File: src/rtl/olist_pkg.sv
// shared types, widths and codes for the ordered list engine
`timescale 1ns / 1ps

package olist_pkg;

  // list depth and the width of a count that can hold it
  localparam int CAPACITY = 16;
  localparam int CNT_W    = $clog2(CAPACITY + 1);

  // fixed field widths
  localparam int CMD_W    = 3;
  localparam int DATA_W   = 32;
  localparam int PLACE_W  = 8;
  localparam int STATUS_W = 3;
  localparam int INDEX_W  = 7;

  // command codes
  typedef enum logic [CMD_W-1:0] {
    CMD_INS_FRONT = 3'd0,
    CMD_INS_END   = 3'd1,
    CMD_INS_POS   = 3'd2,
    CMD_DELETE    = 3'd3,
    CMD_CLEAR     = 3'd4,
    CMD_READ      = 3'd5
  } cmd_t;

  // result status codes
  typedef enum logic [STATUS_W-1:0] {
    STS_OK       = 3'd0,
    STS_BADPOS   = 3'd1,
    STS_NOTFOUND = 3'd2,
    STS_FULL     = 3'd3,
    STS_EMPTY    = 3'd4
  } status_t;

  // what the cell row does on each clock edge
  typedef enum logic [1:0] {
    E_HOLD,
    E_INSERT,
    E_DELETE,
    E_ROTATE
  } edit_op_t;

  // sequencer states
  typedef enum logic {
    ST_IDLE,
    ST_READ
  } olist_state_t;

  // per-cell control from the sequencer
  typedef struct packed {
    edit_op_t op;
    logic     at_pos;    // this cell is the insert point
    logic     past_pos;  // this cell lies right of the insert point
    logic     occupied;  // this cell holds a live entry
    logic     is_tail;   // this cell holds the last live entry
  } cell_ctl_t;

endpackage

File: src/rtl/ordered_list_engine.sv
// top level of the ordered list engine: sequencer, cell row and result register
//
//   channel | ports                                         | direction
//   --------+-----------------------------------------------+----------
//   input   | in_valid in_stall in_command in_value in_place | in
//   result  | out_valid out_stall out_status out_entry       | out
//           | out_index out_occupancy out_last              |
//
// An edit item's single result is registered at the edge that accepts it;
// the next item is taken as soon as the result register is free.
// A readout of n entries rotates the cell row once per cycle while the result side is free
// and gives n results (at least one); no item is accepted until the last one is shown.
// Reset empties the list at once; entry cells keep whatever they held.
// A stall on the result side holds the result and the rotation in place.
`timescale 1ns / 1ps

module ordered_list_engine (
  input  logic                                  clk,
  input  logic                                  rst_n,
  input  logic                                  in_valid,
  output logic                                  in_stall,
  input  logic        [olist_pkg::CMD_W-1:0]    in_command,
  input  logic signed [olist_pkg::DATA_W-1:0]   in_value,
  input  logic        [olist_pkg::PLACE_W-1:0]  in_place,
  output logic                                  out_valid,
  input  logic                                  out_stall,
  output logic        [olist_pkg::STATUS_W-1:0] out_status,
  output logic signed [olist_pkg::DATA_W-1:0]   out_entry,
  output logic        [olist_pkg::INDEX_W-1:0]  out_index,
  output logic        [olist_pkg::INDEX_W-1:0]  out_occupancy,
  output logic                                  out_last
);

  localparam int CAP = olist_pkg::CAPACITY;
  localparam int CW  = olist_pkg::CNT_W;
  localparam int DW  = olist_pkg::DATA_W;

  olist_pkg::olist_state_t state_r, state_nxt;
  logic [CW-1:0]           count_r, count_nxt;
  logic [CW-1:0]           rd_cnt_r, rd_cnt_nxt;

  logic                                 out_valid_r, out_valid_nxt;
  logic [olist_pkg::STATUS_W-1:0]       out_status_r, out_status_nxt;
  logic [DW-1:0]                        out_entry_r, out_entry_nxt;
  logic [olist_pkg::INDEX_W-1:0]        out_index_r, out_index_nxt;
  logic [olist_pkg::INDEX_W-1:0]        out_occ_r, out_occ_nxt;
  logic                                 out_last_r, out_last_nxt;

  logic                     in_fire;
  logic                     out_free;
  olist_pkg::edit_op_t      edit_op;
  logic [CW-1:0]            ins_pos;
  logic [olist_pkg::PLACE_W-1:0] place_m1;
  logic [CW-1:0]            rd_cnt_inc;

  olist_pkg::cell_ctl_t     ctl       [CAP];
  logic [DW-1:0]            cell_data [CAP];
  logic [DW-1:0]            left_data [CAP];
  logic [DW-1:0]            right_data[CAP];
  logic                     hit       [CAP+1];

  // handshake
  assign out_free = !out_valid_r || !out_stall;
  assign in_stall = (state_r != olist_pkg::ST_IDLE) || !out_free;
  assign in_fire  = in_valid && !in_stall;

  // insert point, clipped to the end of the list
  assign place_m1 = in_place - olist_pkg::PLACE_W'(1);
  always_comb begin
    case (in_command)
      olist_pkg::CMD_INS_FRONT: ins_pos = '0;
      olist_pkg::CMD_INS_END:   ins_pos = count_r;
      default: begin
        if (place_m1 > olist_pkg::PLACE_W'(count_r)) begin
          ins_pos = count_r;
        end else begin
          ins_pos = place_m1[CW-1:0];
        end
      end
    endcase
  end

  assign rd_cnt_inc = rd_cnt_r + CW'(1);

  // sequencer: next state, cell row command and result register
  always_comb begin
    state_nxt      = state_r;
    count_nxt      = count_r;
    rd_cnt_nxt     = rd_cnt_r;
    edit_op        = olist_pkg::E_HOLD;
    out_valid_nxt  = out_valid_r && out_stall;
    out_status_nxt = out_status_r;
    out_entry_nxt  = out_entry_r;
    out_index_nxt  = out_index_r;
    out_occ_nxt    = out_occ_r;
    out_last_nxt   = out_last_r;
    case (state_r)
      olist_pkg::ST_IDLE: begin
        if (in_fire) begin
          out_valid_nxt  = 1'b1;
          out_status_nxt = olist_pkg::STS_OK;
          out_entry_nxt  = in_value;
          out_index_nxt  = '0;
          out_last_nxt   = 1'b1;
          case (in_command)
            olist_pkg::CMD_INS_FRONT, olist_pkg::CMD_INS_END, olist_pkg::CMD_INS_POS: begin
              if ((in_command == olist_pkg::CMD_INS_POS) && (in_place == '0)) begin
                out_status_nxt = olist_pkg::STS_BADPOS;
              end else if (count_r == CW'(CAP)) begin
                out_status_nxt = olist_pkg::STS_FULL;
              end else begin
                edit_op   = olist_pkg::E_INSERT;
                count_nxt = count_r + CW'(1);
              end
            end
            olist_pkg::CMD_DELETE: begin
              edit_op = olist_pkg::E_DELETE;
              if (hit[CAP]) begin
                count_nxt = count_r - CW'(1);
              end else begin
                out_status_nxt = olist_pkg::STS_NOTFOUND;
              end
            end
            olist_pkg::CMD_CLEAR: begin
              count_nxt = '0;
            end
            olist_pkg::CMD_READ: begin
              if (count_r == '0) begin
                out_status_nxt = olist_pkg::STS_EMPTY;
              end else begin
                // first entry sits in the head cell; rotate it to the tail
                edit_op       = olist_pkg::E_ROTATE;
                out_entry_nxt = cell_data[0];
                out_index_nxt = olist_pkg::INDEX_W'(1);
                out_last_nxt  = (count_r == CW'(1));
                rd_cnt_nxt    = CW'(1);
                if (count_r != CW'(1)) begin
                  state_nxt = olist_pkg::ST_READ;
                end
              end
            end
            default: begin
              out_status_nxt = olist_pkg::STS_OK;
            end
          endcase
          out_occ_nxt = olist_pkg::INDEX_W'(count_nxt);
        end
      end
      olist_pkg::ST_READ: begin
        if (out_free) begin
          edit_op        = olist_pkg::E_ROTATE;
          out_valid_nxt  = 1'b1;
          out_status_nxt = olist_pkg::STS_OK;
          out_entry_nxt  = cell_data[0];
          out_index_nxt  = olist_pkg::INDEX_W'(rd_cnt_inc);
          out_occ_nxt    = olist_pkg::INDEX_W'(count_r);
          out_last_nxt   = (rd_cnt_inc == count_r);
          rd_cnt_nxt     = rd_cnt_inc;
          if (rd_cnt_inc == count_r) begin
            state_nxt = olist_pkg::ST_IDLE;
          end
        end
      end
      default: begin
        state_nxt = olist_pkg::ST_IDLE;
      end
    endcase
  end

  // control registers
  always_ff @(posedge clk) begin
    if (!rst_n) begin
      state_r     <= olist_pkg::ST_IDLE;
      count_r     <= '0;
      rd_cnt_r    <= '0;
      out_valid_r <= 1'b0;
    end else begin
      state_r     <= state_nxt;
      count_r     <= count_nxt;
      rd_cnt_r    <= rd_cnt_nxt;
      out_valid_r <= out_valid_nxt;
    end
  end

  // result payload
  always_ff @(posedge clk) begin
    out_status_r <= out_status_nxt;
    out_entry_r  <= out_entry_nxt;
    out_index_r  <= out_index_nxt;
    out_occ_r    <= out_occ_nxt;
    out_last_r   <= out_last_nxt;
  end

  assign out_valid     = out_valid_r;
  assign out_status    = out_status_r;
  assign out_entry     = out_entry_r;
  assign out_index     = out_index_r;
  assign out_occupancy = out_occ_r;
  assign out_last      = out_last_r;

  // cell row
  assign hit[0] = 1'b0;

  for (genvar i = 0; i < CAP; i++) begin : g_cell
    // neighbor links, open at both ends
    if (i == 0) begin : g_first
      assign left_data[i] = '0;
    end else begin : g_inner_l
      assign left_data[i] = cell_data[i-1];
    end
    if (i == CAP - 1) begin : g_last
      assign right_data[i] = '0;
    end else begin : g_inner_r
      assign right_data[i] = cell_data[i+1];
    end

    // per-cell flags from the insert point and the fill count
    assign ctl[i].op       = edit_op;
    assign ctl[i].at_pos   = (ins_pos == CW'(i));
    assign ctl[i].past_pos = (ins_pos < CW'(i));
    assign ctl[i].occupied = (CW'(i) < count_r);
    assign ctl[i].is_tail  = (CW'(i + 1) == count_r);

    olist_cell u_cell (
      .clk        (clk),
      .ctl        (ctl[i]),
      .new_value  (in_value),
      .left_data  (left_data[i]),
      .right_data (right_data[i]),
      .head_data  (cell_data[0]),
      .hit_in     (hit[i]),
      .hit_out    (hit[i+1]),
      .data       (cell_data[i])
    );
  end

  // checks
  a_count_bound: assert property (@(posedge clk) disable iff (!rst_n)
    count_r <= CW'(CAP))
    else $error("fill count above capacity");

  a_read_shows: assert property (@(posedge clk) disable iff (!rst_n)
    (state_r == olist_pkg::ST_READ) |-> (out_valid_r && !out_last_r))
    else $error("readout in progress without a pending non-final result");

  a_read_count: assert property (@(posedge clk) disable iff (!rst_n)
    (state_r == olist_pkg::ST_READ) |=> $stable(count_r))
    else $error("fill count changed during readout");

  a_read_index: assert property (@(posedge clk) disable iff (!rst_n)
    (state_r == olist_pkg::ST_READ) |-> (rd_cnt_r < count_r))
    else $error("readout counter ran past the list");

endmodule

File: src/rtl/olist_cell.sv
// one storage cell of the list row: holds one entry and trades with its neighbors
`timescale 1ns / 1ps

module olist_cell (
  input  logic                           clk,
  input  olist_pkg::cell_ctl_t           ctl,
  input  logic [olist_pkg::DATA_W-1:0]   new_value,
  input  logic [olist_pkg::DATA_W-1:0]   left_data,
  input  logic [olist_pkg::DATA_W-1:0]   right_data,
  input  logic [olist_pkg::DATA_W-1:0]   head_data,
  input  logic                           hit_in,
  output logic                           hit_out,
  output logic [olist_pkg::DATA_W-1:0]   data
);

  logic [olist_pkg::DATA_W-1:0] data_r;
  logic [olist_pkg::DATA_W-1:0] data_nxt;
  logic                         hit_here;

  // key match chain: a hit here or to the left closes the gap
  assign hit_here = ctl.occupied && (data_r == new_value);
  assign hit_out  = hit_in || hit_here;

  // next entry value
  always_comb begin
    data_nxt = data_r;
    case (ctl.op)
      olist_pkg::E_INSERT: begin
        if (ctl.at_pos) begin
          data_nxt = new_value;
        end else if (ctl.past_pos) begin
          data_nxt = left_data;
        end
      end
      olist_pkg::E_DELETE: begin
        if (hit_out) begin
          data_nxt = right_data;
        end
      end
      olist_pkg::E_ROTATE: begin
        data_nxt = ctl.is_tail ? head_data : right_data;
      end
      default: begin
        data_nxt = data_r;
      end
    endcase
  end

  // entry register
  always_ff @(posedge clk) begin
    data_r <= data_nxt;
  end

  assign data = data_r;

endmodule
File: config.mk
export PLATFORM = sky130hd
export DESIGN_NAME = ordered_list_engine
export DESIGN_NICKNAME = d
export VERILOG_FILES = /design/src/rtl/olist_pkg.sv /design/src/rtl/ordered_list_engine.sv /design/src/rtl/olist_cell.sv
export SDC_FILE = /design/constraint.sdc
export NUM_CORES = 2
export LEC_CHECK = 0
export BUFFER_PORTS_ARGS = -buffer_cell sky130_fd_sc_hd__buf_2
export CAP_MARGIN = 25
export CORE_ASPECT_RATIO = 1.4
export CORE_MARGIN = 3
export CORE_UTILIZATION = 59
export DETAILED_ROUTE_END_ITERATION = 7
export PLACE_DENSITY_LB_ADDON = 0.12
export SYNTH_ARGS = -nofsm -noshare
export SYNTH_HDL_FRONTEND = slang
export SYNTH_SLANG_ARGS = --single-unit
File: constraint.sdc
create_clock -name clk -period 8.5 [get_ports clk]
set_input_delay 0.425 -clock clk [delete_from_list [all_inputs] [get_ports clk]]
set_output_delay 0.425 -clock clk [all_outputs]
set_load 0.01 [all_outputs]
# Word-level counts from Yosys, hierarchy flattened
# Index checks and enable logic that the tools add are counted.
# op_classes
addsub	4
magnitude_cmp	33
eq_ne	96
n_mux	134
bitwise_logic	1
n_reduce_logical	65
# op_table
cell	count
2-to-1 mux 32 bit	68
one-hot mux 32 bit (3 select lines)	16
== test 32 bit	16
one-hot mux 32 bit (2 select lines)	1
!= test 3 bit, second input constant	16
AND reduction 3 bit	15
== test 4 x 5 -> 1 bit, first input constant	8
== test 5 x 4 -> 1 bit, second input constant	8
less-than comparator 4 x 5 -> 1 bit, first input constant	8
less-than comparator 5 x 4 -> 1 bit, second input constant	8
2-to-1 mux 5 bit	8
!= test 2 x 1 -> 1 bit, second input constant	18
2-to-1 mux 7 bit	4
one-hot mux 7 bit (2 select lines)	2
== test 3 x 5 -> 1 bit, first input constant	4
== test 5 x 3 -> 1 bit, second input constant	4
less-than comparator 3 x 5 -> 1 bit, first input constant	4
less-than comparator 5 x 3 -> 1 bit, second input constant	4
one-hot mux 5 bit (2 select lines)	2
logical AND 1 bit	19
logical OR 1 bit	17
2-to-1 mux 1 bit	16
one-hot mux 5 bit (3 select lines)	1
2-to-1 mux 2 bit	6
other kinds (37)	60
# word_totals
register_bits	574
elab_cells	358

# Logic depth before layout (Yosys ltp)
# depth
depth_word	21
depth_mapped	17
depth_no_buf	13

# By module
# A second synthesis with hierarchy kept.
# unflattened
hier_cells	4014
hier_area_um2	41401.0
# by_module_without_submodules
mod	n_inst	cells_per_inst	area_per_inst_um2	seq_area_each_um2
olist_cell	16	226	2343.5	960.9
ordered_list_engine	1	398	3905.0	1621.6

# Worst setup path after synthesis
# OpenSTA, ideal clock, no wires.
# synth_path
kind	register -> register
start	register count_r[1]
end	register g_cell[0].u_cell.data_r (netlist bit g_cell[0].u_cell.data[0]) (enable)
setup_ns	0.466
t_arrival_ns	5.690
path_slack_ns	2.344
path_stages_with_launch	18
path_buffers	6
period_less_slack_ns	6.156
path_cell_list	dfxtp_1 clkbuf_1 clkbuf_1 inv_1 ha_1 nor2b_1 o21a_1 o21a_1 o21a_1 o22a_1 buf_2 o211ai_1 and2_1 clkbuf_1 buf_2 buf_1 a31oi_1 o21ai_0
# synth_between
elab_chain_cells	9
word_cells_on_any_way	24
cone_classes	order compare (3); eq/ne (8); mux (8); reduce/logical (5)
# synth_lines
item	line	source
from (decl)	ordered_list_engine.sv:39	logic [CW-1:0] count_r, count_nxt;
from (signal assigned)	ordered_list_engine.sv:179	count_r <= count_nxt;
branches (longest 8 deep; another with > comparator 8 x 5 -> 1 bit)	--	
AND reduction 4 bit (no line) *	--	
to (signal assigned)	olist_cell.sv:51	data_r <= data_nxt;
to (decl)	olist_cell.sv:16	logic [olist_pkg::DATA_W-1:0] data_r;
# Mark *: on every way between the ends.
# A chain may end at the register's enable or synchronous reset.

# Worst setup path in the final report
# layout_path
start	register count_r[1]
end	register g_cell[6].u_cell.data_r (netlist bit g_cell[6].u_cell.data[23]) (enable)
# layout_between
elab_chain_cells	10
word_cells_on_any_way	40
cone_classes	order compare (9); eq/ne (7); mux (8); reduce/logical (16)
# layout_lines
item	line
branches (longest 9 deep; another with > comparator 8 x 5 -> 1 bit)	--
AND reduction 3 bit (no line) *	--
to (signal assigned)	olist_cell.sv:51
to (decl)	olist_cell.sv:16
# Marks and branches as above.

==> impl_metrics.env <==
export IMPL_outcome="complete, no violations"
export IMPL_wirelength_um=169000
export IMPL_place_gp_congestion=1.07
export IMPL_routedWlPerCell_um=35.3
export IMPL_p_seq_share_pct=45.1
export IMPL_die_y_um=317
export IMPL_drt_iter0_drc=5381
export IMPL_fin_crit_ps=5800
export IMPL_grt_start_max_net_pins=187
export IMPL_crit_path_max_incr_delay_ps=850
export IMPL_finalMaxSlewViolations=0
export IMPL_worstSetupPathType="reg2reg"
export IMPL_p_per_area_nw_per_um2=187
export IMPL_portBuffers=94
export IMPL_whs_endpoint="out_entry[27]$_DFFE_PP_"
export IMPL_clockRootBuffer="clkbuf_16"
export IMPL_postSynthRegisterBits=570
export IMPL_fillerInstances=5477
export IMPL_tns_ps=0
export IMPL_cts_buffers=59
export IMPL_slowest_stage="dfxtp_1"
export IMPL_dieWidth_um=228
export IMPL_synth_ff_type="edfxtp_1"
export IMPL_skew_ps=26.7
export IMPL_cts_max_level=2
export IMPL_holdWs_ps=82.0
export IMPL_rsz0062_at_grt="false"
export IMPL_crit_top_cell="o21a_1"
export IMPL_yosys_warnings=0
export IMPL_cap_violations=0
export IMPL_synthDominantCellAreaShare_pct=41.2
export IMPL_syn_to_final_growth_pct=7.46
export IMPL_cts_sinks=570
export IMPL_relSlewSlack_pct=15.0
export IMPL_synth_edff_count=558
export IMPL_start_kind="register"
export IMPL_vias=35300
export IMPL_setup_viol=0
export IMPL_async_reset_ff_share_pct=0
export IMPL_post_route_util_pct=64.2
export IMPL_cts_path_max_buffers=3
export IMPL_p_switching_w=0.00268
export IMPL_path_buf_inv=3
export IMPL_leakage_nw=14.8
export IMPL_pwr_share_clk_pct=33.7
export IMPL_synth_cells=3988
export IMPL_first_global_vias=33300
export IMPL_synth_area_leaders="edfxtp_1 41%, mux2i_1 14%, xnor2_1 6.4%, a211oi_1 5.4%, xor2_1 4.9%"
export IMPL_core_rowCount=113
export IMPL_worstPathRequired_ps=8820
export IMPL_clkTransAtPathRegs_ps=70
export IMPL_cp_end_kind="register"
export IMPL_worstReg2RegEnd="g_cell[6].u_cell.data[23]$_DFFE_PP_"
export IMPL_clk_insertion_delay_late_ps=690
export IMPL_r2r_start="count_r[1]$_SDFFE_PN0P_"
export IMPL_cp_arrival_ps=6120
export IMPL_post_cts_buffers=0
export IMPL_peakVddDrop_mv=0.169
export IMPL_hold_viol=0
export IMPL_start_util_pct=59.7
export IMPL_fp_dieArea_um2=72200
export IMPL_power_frac_comb_pct=21.2
export IMPL_ant_nets=0
export IMPL_ys_types=78
export IMPL_synth_top_area_cell="edfxtp_1"
export IMPL_hpwl_um=119000
export IMPL_rr_worst_depth=13
export IMPL_ys_top_cells_by_count="584 x mux2i_1, 558 x edfxtp_1, 345 x nand2_1"
export IMPL_grt_ovfl_total=0
export IMPL_cts_hold_buf=0
export IMPL_antenna_found_initial=2
export IMPL_synth_avg_cell_area_um2=10.2
export IMPL_grt_pass1_wl_um=241000
export IMPL_cts_tree="built"
export IMPL_drc=0
export IMPL_core_area_um2=68100
export IMPL_swShare_pct=32.8
export IMPL_hold_depth=2
export IMPL_post_place_ws_ps=2910
export IMPL_hp_start="in_value[27]"
export IMPL_fin_crit_sh_pct=68.2
export IMPL_tightest_slew_ps=1270
export IMPL_vias_per_cell=7.33
export IMPL_r2r_slack_ps=2700
export IMPL_path_max_fanout=33
export IMPL_hp_class="in2reg"
export IMPL_synth_seq_area_share_pct=41.7
export IMPL_first_pass_iters=7
export IMPL_max_freq_ghz=0.173
export IMPL_path_cells="inv_1 -> ha_1 -> nor2b_1 -> o21a_1 -> o21a_1 -> o21a_1 -> o22ai_1 -> nand4_1 -> nand2_1 -> buf_4 -> nor3_1 -> o22ai_4 -> buf_4"
export IMPL_cts_resized=0
export IMPL_synthMostInstantiatedCell="mux2i_1"
export IMPL_fin_ws_ps=2700
export IMPL_final_nets=3897
export IMPL_cp_top_family="compound AO/OA/AOI/OAI gates"
export IMPL_ios=99
export IMPL_grtUsageTotal_pct=45.5
export IMPL_drive_above_1_share_pct=11.3
export IMPL_syn_area_um2=40700
export IMPL_internal_power_w=0.00549
routing by layer:
layer	routed length [µm]	vias up	share of wire [%]	track usage (%)
li1	-	14800	-	-
met1	57200	17000	34	53.5
met2	76200	2790	45	71.9
met3	17800	679	11	9.00
met4	18200	0	11	38.8
met5	0	-	0	0
power by group through the flow:
stage / clock [W] / combinational, W / sequential [W]
after CTS: 0.00274 / 0.00164 / 0.00367
after detailed placement: 0 / 0.00164 / 0.00373
final: 0.00275 / 0.00173 / 0.00369
after global routing: 0.00284 / 0.00179 / 0.00370
after global placement: 0 / 0.00160 / 0.00372
after floorplan: 0 / 0.00106 / 0.00362
kinds of logic after synthesis:
kind of cell,count (synthesis),synth area share (%)
adder cells (fa/ha/maj),12,0.369
XOR/XNOR,524,11.3
AO/OA/AOI/OAI,771,13.8
AND/OR/NAND/NOR,1068,13.1
multiplexers,616,15.2
other,1,0.00921
buffers and inverters,426,4.47
flip-flops,570,41.7
sequential cells by signal, summed over array words and instances (netlist names):
| signal | flops |
|---|---|
| count_r | 5 |
| out_last | 1 |
| rd_cnt_r | 5 |
| g_cell.u_cell.data | 512 |
| out_index | 5 |
| out_valid | 1 |
| state_r | 1 |
| out_occupancy | 5 |
| out_entry | 32 |
| out_status | 3 |
cells in the final DEF, fill, tap and decap left out, types with 34 or more instances in the layout:
master / n
xnor2_1: 298
nor2b_1: 68
nand4_1: 127
a211oi_1: 292
or2_2: 34
mux2i_1: 584
nor2_1: 114
buf_4: 88
nor3_1: 165
nor4_1: 72
clkbuf_16: 61
buf_2: 98
o31ai_1: 162
edfxtp_1: 558
nand2_1: 345
xor2_1: 226
a21oi_1: 120
o21ai_0: 48
nand3_1: 70
final cells by class:
type,count,area [µm²],area share [%]
diodes,1,2.50,0.00572
clock inverters,38,375,0.858
inverters,17,63.8,0.146
well taps,920,1150,2.63
repair buffers,195,1330,3.04
flip-flops and latches,570,17000,38.9
clock buffers,72,1600,3.65
multi-input cells,2995,22200,50.8
how the worst max path moves through the flow:
| stage | start | endpoint | slack, ps | cells past startpoint |
|---|---|---|---|---|
| floorplan | count_r[1]$_SDFFE_PN0P_ | g_cell[0].u_cell.data[0]$_DFFE_PP_ | 2340 | 17 |
| global placement | count_r[1]$_SDFFE_PN0P_ | g_cell[6].u_cell.data[18]$_DFFE_PP_ | 3020 | 13 |
| detailed placement | count_r[1]$_SDFFE_PN0P_ | g_cell[6].u_cell.data[29]$_DFFE_PP_ | 2910 | 13 |
| CTS | count_r[1]$_SDFFE_PN0P_ | g_cell[6].u_cell.data[30]$_DFFE_PP_ | 2920 | 13 |
| global route | count_r[1]$_SDFFE_PN0P_ | g_cell[6].u_cell.data[23]$_DFFE_PP_ | 2470 | 13 |
| finish | count_r[1]$_SDFFE_PN0P_ | g_cell[6].u_cell.data[23]$_DFFE_PP_ | 2700 | 13 |
stage by stage:
step | instances | total power (W) | instance area [µm²]
after detailed placement | 4692 | 0.00537 | 41700
after global placement | 4688 | 0.00532 | 41700
after floorplan | 3991 | 0.00468 | 40700
final | 4808 | 0.00817 | 43700
after global routing | 4808 | 0.00833 | 43700
after CTS | 4802 | 0.00805 | 43700
(Power assumes the default switching activity.)
